--- src/rtl/core/mmr_pkg.sv ---
package mmr_pkg;

    // Default store depth and time width.
    localparam int MMR_MAX_MEETINGS = 64;
    localparam int MMR_TIME_BITS    = 16;

    // Width of the result count and its saturation value.
    localparam int ROOMS_BITS = 7;
    localparam int ROOMS_MAX  = 127;

    // Controller states.
    typedef enum logic [2:0] {
        ST_IDLE,
        ST_RD_I,
        ST_LATCH_I,
        ST_SCAN,
        ST_DRAIN,
        ST_UPDATE,
        ST_DONE
    } state_t;

    // Commands from the controller to the datapath.
    typedef struct packed {
        logic load;
        logic clr_i;
        logic rd_i;
        logic latch_i;
        logic scan;
        logic update;
        logic finish;
    } cmd_t;

    // Status from the datapath to the controller.
    typedef struct packed {
        logic last_j;
        logic last_i;
    } status_t;

endpackage

--- src/rtl/core/min_meeting_rooms.sv ---
// Loading: an item is taken whenever start is high while the block is idle; on the last
// item the block goes busy and scans every pair of the meetings stored before the result word appears.
// Throughput: one item per cycle while loading and busy is low; the pairwise scan over the
// single-read-port start and end stores sets the per-set time.
// Reset (rst_n, async, active low) empties the set; the result cannot be stalled.
module min_meeting_rooms
    import mmr_pkg::*;
#(
    parameter int MAX_MEETINGS = MMR_MAX_MEETINGS,
    parameter int TIME_BITS    = MMR_TIME_BITS
) (
    input  logic                  clk,
    input  logic                  rst_n,
    input  logic                  start,
    output logic                  busy,
    input  logic [TIME_BITS-1:0]  meeting_start,
    input  logic [TIME_BITS-1:0]  meeting_end,
    input  logic                  last_meeting,
    output logic                  done,
    output logic [ROOMS_BITS-1:0] rooms_needed,
    output logic                  overflowed
);

    cmd_t    cmd;
    status_t status;

    // Sequencer.
    mmr_ctrl u_ctrl (
        .clk          (clk),
        .rst_n        (rst_n),
        .start        (start),
        .last_meeting (last_meeting),
        .status       (status),
        .cmd          (cmd),
        .busy         (busy)
    );

    // Stores, counters and compare logic.
    mmr_datapath #(
        .MAX_MEETINGS (MAX_MEETINGS),
        .TIME_BITS    (TIME_BITS)
    ) u_datapath (
        .clk           (clk),
        .rst_n         (rst_n),
        .cmd           (cmd),
        .meeting_start (meeting_start),
        .meeting_end   (meeting_end),
        .status        (status),
        .done          (done),
        .rooms_needed  (rooms_needed),
        .overflowed    (overflowed)
    );

endmodule

--- src/rtl/core/mmr_ram.sv ---
module mmr_ram #(
    parameter int WIDTH = 16,
    parameter int DEPTH = 64
) (
    input  logic                     clk,
    input  logic                     we,
    input  logic [$clog2(DEPTH)-1:0] waddr,
    input  logic [WIDTH-1:0]         wdata,
    input  logic [$clog2(DEPTH)-1:0] raddr,
    output logic [WIDTH-1:0]         rdata
);

    logic [WIDTH-1:0] mem [DEPTH];

    // One write port and one registered read port.
    always_ff @(posedge clk)
    begin
        if (we)
        begin
            mem[waddr] <= wdata;
        end
        rdata <= mem[raddr];
    end

endmodule

--- src/rtl/core/mmr_ctrl.sv ---
module mmr_ctrl
    import mmr_pkg::*;
(
    input  logic    clk,
    input  logic    rst_n,
    input  logic    start,
    input  logic    last_meeting,
    input  status_t status,
    output cmd_t    cmd,
    output logic    busy
);

    state_t state_reg;
    state_t state_next;

    // State register.
    always_ff @(posedge clk or negedge rst_n)
    begin
        if (!rst_n)
        begin
            state_reg <= ST_IDLE;
        end
        else
        begin
            state_reg <= state_next;
        end
    end

    // Next state.
    always_comb
    begin
        state_next = state_reg;
        unique case (state_reg)
            ST_IDLE:
            begin
                if (start && last_meeting)
                begin
                    state_next = ST_RD_I;
                end
            end
            ST_RD_I:    state_next = ST_LATCH_I;
            ST_LATCH_I: state_next = ST_SCAN;
            ST_SCAN:
            begin
                if (status.last_j)
                begin
                    state_next = ST_DRAIN;
                end
            end
            ST_DRAIN:   state_next = ST_UPDATE;
            ST_UPDATE:  state_next = status.last_i ? ST_DONE : ST_RD_I;
            ST_DONE:    state_next = ST_IDLE;
            default:    state_next = ST_IDLE;
        endcase
    end

    // Outputs decoded from the state.
    always_comb
    begin
        cmd  = '0;
        busy = 1'b1;
        unique case (state_reg)
            ST_IDLE:
            begin
                busy      = 1'b0;
                cmd.load  = start;
                cmd.clr_i = start && last_meeting;
            end
            ST_RD_I:    cmd.rd_i    = 1'b1;
            ST_LATCH_I: cmd.latch_i = 1'b1;
            ST_SCAN:    cmd.scan    = 1'b1;
            ST_DRAIN:   cmd         = '0;
            ST_UPDATE:  cmd.update  = 1'b1;
            ST_DONE:    cmd.finish  = 1'b1;
            default:    cmd         = '0;
        endcase
    end

endmodule

--- src/rtl/core/mmr_datapath.sv ---
module mmr_datapath
    import mmr_pkg::*;
#(
    parameter int MAX_MEETINGS = MMR_MAX_MEETINGS,
    parameter int TIME_BITS    = MMR_TIME_BITS
) (
    input  logic                  clk,
    input  logic                  rst_n,
    input  cmd_t                  cmd,
    input  logic [TIME_BITS-1:0]  meeting_start,
    input  logic [TIME_BITS-1:0]  meeting_end,
    output status_t               status,
    output logic                  done,
    output logic [ROOMS_BITS-1:0] rooms_needed,
    output logic                  overflowed
);

    localparam int AW = $clog2(MAX_MEETINGS);
    localparam int CW = $clog2(MAX_MEETINGS + 1);

    logic [CW-1:0]         count_reg;
    logic                  ovf_reg;
    logic [AW-1:0]         i_reg;
    logic [AW-1:0]         j_reg;
    logic [TIME_BITS-1:0]  si_reg;
    logic [TIME_BITS-1:0]  ei_reg;
    logic [CW-1:0]         cnt_reg;
    logic [CW-1:0]         peak_reg;
    logic                  jv_reg;
    logic [AW-1:0]         jd_reg;
    logic                  done_reg;
    logic [ROOMS_BITS-1:0] rooms_reg;
    logic                  ovf_out_reg;

    logic                  room_free;
    logic                  we;
    logic [AW-1:0]         raddr;
    logic [TIME_BITS-1:0]  sj;
    logic [TIME_BITS-1:0]  ej;
    logic                  goes_first;
    logic                  overlaps;
    logic [CW-1:0]         cand;
    logic [31:0]           peak_ext;

    // Meetings are stored in arrival order while space remains.
    assign room_free = count_reg < CW'(MAX_MEETINGS);
    assign we        = cmd.load && room_free;
    assign raddr     = cmd.rd_i ? i_reg : j_reg;

    mmr_ram #(.WIDTH(TIME_BITS), .DEPTH(MAX_MEETINGS)) u_start_ram (
        .clk   (clk),
        .we    (we),
        .waddr (count_reg[AW-1:0]),
        .wdata (meeting_start),
        .raddr (raddr),
        .rdata (sj)
    );

    mmr_ram #(.WIDTH(TIME_BITS), .DEPTH(MAX_MEETINGS)) u_end_ram (
        .clk   (clk),
        .we    (we),
        .waddr (count_reg[AW-1:0]),
        .wdata (meeting_end),
        .raddr (raddr),
        .rdata (ej)
    );

    // Meeting j precedes meeting i in start order, ties by end, then arrival.
    assign goes_first = (sj < si_reg) ||
                        ((sj == si_reg) && ((ej < ei_reg) ||
                                            ((ej == ei_reg) && (jd_reg < i_reg))));
    // A preceding meeting still holds its room when meeting i starts.
    assign overlaps = goes_first && (ej > si_reg);

    assign cand     = cnt_reg + CW'(1);
    assign peak_ext = 32'(peak_reg);

    assign status.last_j = CW'(j_reg) == count_reg - CW'(1);
    assign status.last_i = CW'(i_reg) == count_reg - CW'(1);

    // Load, scan and result registers.
    always_ff @(posedge clk or negedge rst_n)
    begin
        if (!rst_n)
        begin
            count_reg   <= '0;
            ovf_reg     <= 1'b0;
            i_reg       <= '0;
            j_reg       <= '0;
            si_reg      <= '0;
            ei_reg      <= '0;
            cnt_reg     <= '0;
            peak_reg    <= '0;
            jv_reg      <= 1'b0;
            jd_reg      <= '0;
            done_reg    <= 1'b0;
            rooms_reg   <= '0;
            ovf_out_reg <= 1'b0;
        end
        else
        begin
            done_reg <= cmd.finish;
            jv_reg   <= cmd.scan;
            jd_reg   <= j_reg;
            if (cmd.load)
            begin
                if (room_free)
                begin
                    count_reg <= count_reg + CW'(1);
                end
                else
                begin
                    ovf_reg <= 1'b1;
                end
            end
            if (cmd.clr_i)
            begin
                i_reg    <= '0;
                peak_reg <= '0;
            end
            if (cmd.latch_i)
            begin
                si_reg  <= sj;
                ei_reg  <= ej;
                j_reg   <= '0;
                cnt_reg <= '0;
            end
            if (cmd.scan)
            begin
                j_reg <= j_reg + AW'(1);
            end
            if (jv_reg && overlaps)
            begin
                cnt_reg <= cnt_reg + CW'(1);
            end
            if (cmd.update)
            begin
                if (cand > peak_reg)
                begin
                    peak_reg <= cand;
                end
                i_reg <= i_reg + AW'(1);
            end
            if (cmd.finish)
            begin
                rooms_reg   <= (peak_ext > 32'(ROOMS_MAX)) ? ROOMS_BITS'(ROOMS_MAX)
                                                           : peak_ext[ROOMS_BITS-1:0];
                ovf_out_reg <= ovf_reg;
                count_reg   <= '0;
                ovf_reg     <= 1'b0;
            end
        end
    end

    assign done         = done_reg;
    assign rooms_needed = rooms_reg;
    assign overflowed   = ovf_out_reg;

    // The store count never passes the store depth.
    assert property (@(posedge clk) disable iff (!rst_n)
        count_reg <= CW'(MAX_MEETINGS))
        else $error("meeting count beyond store depth");

    // A result word lasts exactly one cycle.
    assert property (@(posedge clk) disable iff (!rst_n)
        done_reg |=> !done_reg)
        else $error("result strobe held");

    // The overlap count of a meeting stays below the number stored.
    assert property (@(posedge clk) disable iff (!rst_n)
        cmd.update |-> cnt_reg < count_reg)
        else $error("overlap count too large");

endmodule

--- config.mk ---
export PLATFORM = sky130hd
export DESIGN_NAME = min_meeting_rooms
export DESIGN_NICKNAME = d
export VERILOG_FILES = /design/src/rtl/core/mmr_pkg.sv /design/src/rtl/core/min_meeting_rooms.sv /design/src/rtl/core/mmr_ram.sv /design/src/rtl/core/mmr_ctrl.sv /design/src/rtl/core/mmr_datapath.sv
export SDC_FILE = /design/constraint.sdc
export NUM_CORES = 2
export LEC_CHECK = 0
export BUFFER_PORTS_ARGS = -buffer_cell sky130_fd_sc_hd__buf_4
export CAP_MARGIN = 20
export CORE_UTILIZATION = 40
export DETAILED_ROUTE_END_ITERATION = 8
export GPL_TIMING_DRIVEN = 0
export PLACE_DENSITY = 0.51
export RECOVER_POWER = 100
export SLEW_MARGIN = 30
export SYNTH_ARGS = -nofsm -noshare
export SYNTH_HDL_FRONTEND = slang
export SYNTH_HIERARCHICAL = 1
export SYNTH_SLANG_ARGS = --single-unit
export TNS_END_PERCENT = 5
--- constraint.sdc ---
create_clock -name clk -period 7.6 [get_ports clk]
set_input_delay 0.76 -clock clk [delete_from_list [all_inputs] [get_ports clk]]
set_output_delay 0.76 -clock clk [all_outputs]
set_load 0.05 [all_outputs]
==> run summary <==
Status: finished, violations left
Failing checks: design-rule violations, max-capacitance violations, max-slew violations
Die area: 215,100 sq um
Post-DRT Antenna Nets: 0
Fin crit share: 83.85%
Min-Delay Path Class: input port to flip-flop
I/O pins: 46
Hold Vio Cnt, Final: 0
H-Tree Depth: 4
Power, Total: 35,960 uW
Syn Std Cell Area: 85,300 sq um
CP arrival: 7.02 ns
Die width: 463.8 microns
Max-Cap Viols: 115
Max stage delay on crit path: 0.95 ns
Final GP Congestion: 0.8563
Final slew viol count: 3,548
Clk buf depth: 3
Number of global-route vias before repair: 43,140
Post-synth ARST share: 3.926%
Clk root buf: clkbuf_16
Maximum clock frequency: 0.1569 GHz
Core Util, Final: 45.35%
Largest net degree at the start of global routing: 86
Critical Path Sink Type: flip-flop
Post-CTS Setup Bufs: 0
Most frequent cell on the critical path: clkbuf_1
PwrDens: 373.8 nW/um^2
Setup Viol. Count Final: 0
Sequential area share after synthesis: 75.34%
Max-slew headroom: -212.4%
Slew at the pin closest to its max-slew limit: 4.686 ns
Post-route DRC: 12
WS Path Type: flip-flop to flip-flop
Cell variety after synth: 71
Crit path launch type: flip-flop
Main synth FF type: edfxtp_1
GRT Residual Overflow: 0
Crit-path slowest cell: clkbuf_1
CP Data Required Time: 8.25 ns
CTS buffer count: 225
Most frequent cells in the layout: 2,048 x edfxtp_1, 440 x mux4_2, 230 x clkbuf_16
Crit path max fanout: 11
Min Tclk post-route: 6.372 ns
Lkg Pwr: 0.03065 uW
WL/cell: 31.58 microns
Clk slew on worst S/H paths: 0.06 ns
GRT Resource Usage Total: 22.05%
TritonCTS clock tree: built
Initial Util: 40.22%
Core area: 212,100 sq um
Clock sink count: 2,165
Synth Register Bits: 2,165
Post-synth EDFFs: 2,048
Drt first pass iters: 7
Via count: 43,600
Critical path buffers and inverters: 4
Max IR drop VDD: 239.0 uV
Dpl hpwl: 151,900 microns
Global-route wire length before repair: 333,700 microns
Post-Route WL: 238,200 microns
Setup tns final: 0 ns
Yosys top cell by area: edfxtp_1
Synth area leaders: edfxtp_1 72%, mux4_2 12%, dfrtp_1 2.5%
Layout area overhead: 12.76%
I/O Buffers: 45
Final #Nets: 4,624
Most common cell after layout, fill and taps aside: edfxtp_1
Initial antenna violation count: 14
Sequence of cells on the critical path: clkbuf_1 > nor3b_1 > clkbuf_1 > mux2_1 > clkbuf_1 > clkbuf_1 > nand2_1 > a211oi_1 > a221oi_1 > a221oi_1 > a311oi_1
Delay-heaviest family, CP: buffers and inverters
Die Height: 463.8 microns
Unrepaired setup endpoints after global routing: no
Syn_area_per_cell: 20.33 sq um
Clock Latency Late Sink: 0.88 ns
Row cnt: 169
Layout cells sized above 1: 20.86%
Max Clock Skew: 0.03882 ns
Vias/cell: 5.780
Syn Inst Count: 4,196
Yosys warns: 6
Biggest regs: u_datapath/u_end_ram/mem (1024), u_datapath/u_start_ram/mem (1024)
Share of Yosys cell area claimed by the top area cell type: 72.10%
Post-Syn Nets: 4,297
1st-iter DRT viols: 5,012
## final cells by class
cell class                 instances  area, sq um
tap                             2821         3530
multi-input combinational       1750        19200
antenna                           10        25.02
buffer                           229         1549
clock buffer                     300         6128
inverter                          52        195.2
sequential                      2165        64270
timing repair buffer             100        396.6
clock inverter                   117        893.4
fill                           18040       115900
## path summary, 6_finish.rpt
| path | cells past startpoint | start | slack [ns] | end |
|---|---|---|---|---|
| max | 11 | u_ctrl/state_reg[0]$_DFFE_PN0P_ | 1.23 | u_datapath/u_start_ram/rdata[4]$_DFF_P_ |
| min | 4 | last_meeting | 0.37 | u_ctrl/state_reg[0]$_DFFE_PN0P_ |
| max reg2reg | 11 | u_ctrl/state_reg[0]$_DFFE_PN0P_ | 1.23 | u_datapath/u_start_ram/rdata[4]$_DFF_P_ |
| min reg2reg | 2 | u_datapath/u_start_ram/rdata[4]$_DFF_P_ | 0.48 | u_datapath/si_reg[4]$_DFFE_PN0P_ |
| max in group asynchronous | 2 | rst_n | 2.85 | u_datapath/si_reg[14]$_DFFE_PN0P_ |
| min in group asynchronous | 2 | rst_n | 2.13 | u_datapath/rooms_needed[6]$_DFFE_PN0P_ |
## stage by stage
step | worst slack (ns) | hold WS [ns] | instance area (sq um) | std cells
finish | 1.228 | 0.3731 | 96190 | 7544
detailed placement | 2.834 | 0.4607 | 90950 | 7115
global route | 1.340 | 0.3470 | 96170 | 7537
CTS | 2.806 | 0.3080 | 97980 | 7533
global placement | 1.908 | 0.4553 | 89170 | 7062
floorplan | 3.980 | 0.4273 | 85300 | 4196
## power by group
| group | total [uW] | switching (uW) | leakage [uW] | internal, uW |
|---|---|---|---|---|
| registers | 13600 | 257 | 0.0197 | 13400 |
| clock network | 10500 | 4590 | 0.00341 | 5890 |
| logic | 11900 | 7370 | 0.00752 | 4480 |
## metal layers
| layer | up-vias | share of wire, % | GRT usage, % |
|---|---|---|---|
| met3 | 305 | 7.1 | 3.933 |
| met1 | 23760 | 46 | 33.18 |
| met2 | 1568 | 45 | 33.35 |
| li1 | 17970 | - | - |
| met4 | 4 | 2.0 | 5.084 |
| met5 | - | 0.0076 | 0 |
## synth_stat cells (all sizes together) (58+ instances only)
library cell and count:
edfxtp 2048, mux4 448, nand2 177, mux2i 173, buf 161, nor2 161, dfrtp 85, a22oi 78
mux2 72, nor2b 69, clkbuf 68, ha 65, nand3 64, o21ai 64, a21oi 58
## worst reg2reg max path, cell delays in order, from the launching register on
cell and delay, ns:
dfrtp_1 0.34, clkbuf_1 0.30, nor3b_1 0.26, clkbuf_1 0.30
mux2_1 0.82, clkbuf_1 0.98, clkbuf_1 0.86, nand2_1 0.51
a211oi_1 0.53, a221oi_1 0.12, a221oi_1 0.87, a311oi_1 0.24
## repair_timing
action | CTS | global route
gates resized for setup | 0 | 0
endpoints found under the hold margin | 85 | 0
hold buffers | 1 | 0
## logic make-up after synthesis
group           after synthesis  synth area share (%)
xor+xnor                     25                0.2567
buf+inv                     281                 2.077
flops                      2165                 75.34
compound gates              377                 3.139
fa+ha+maj                    65                0.9534
mux                         693                 14.84
simple gates                590                 3.390
Power figures use the tool's default switching activity.
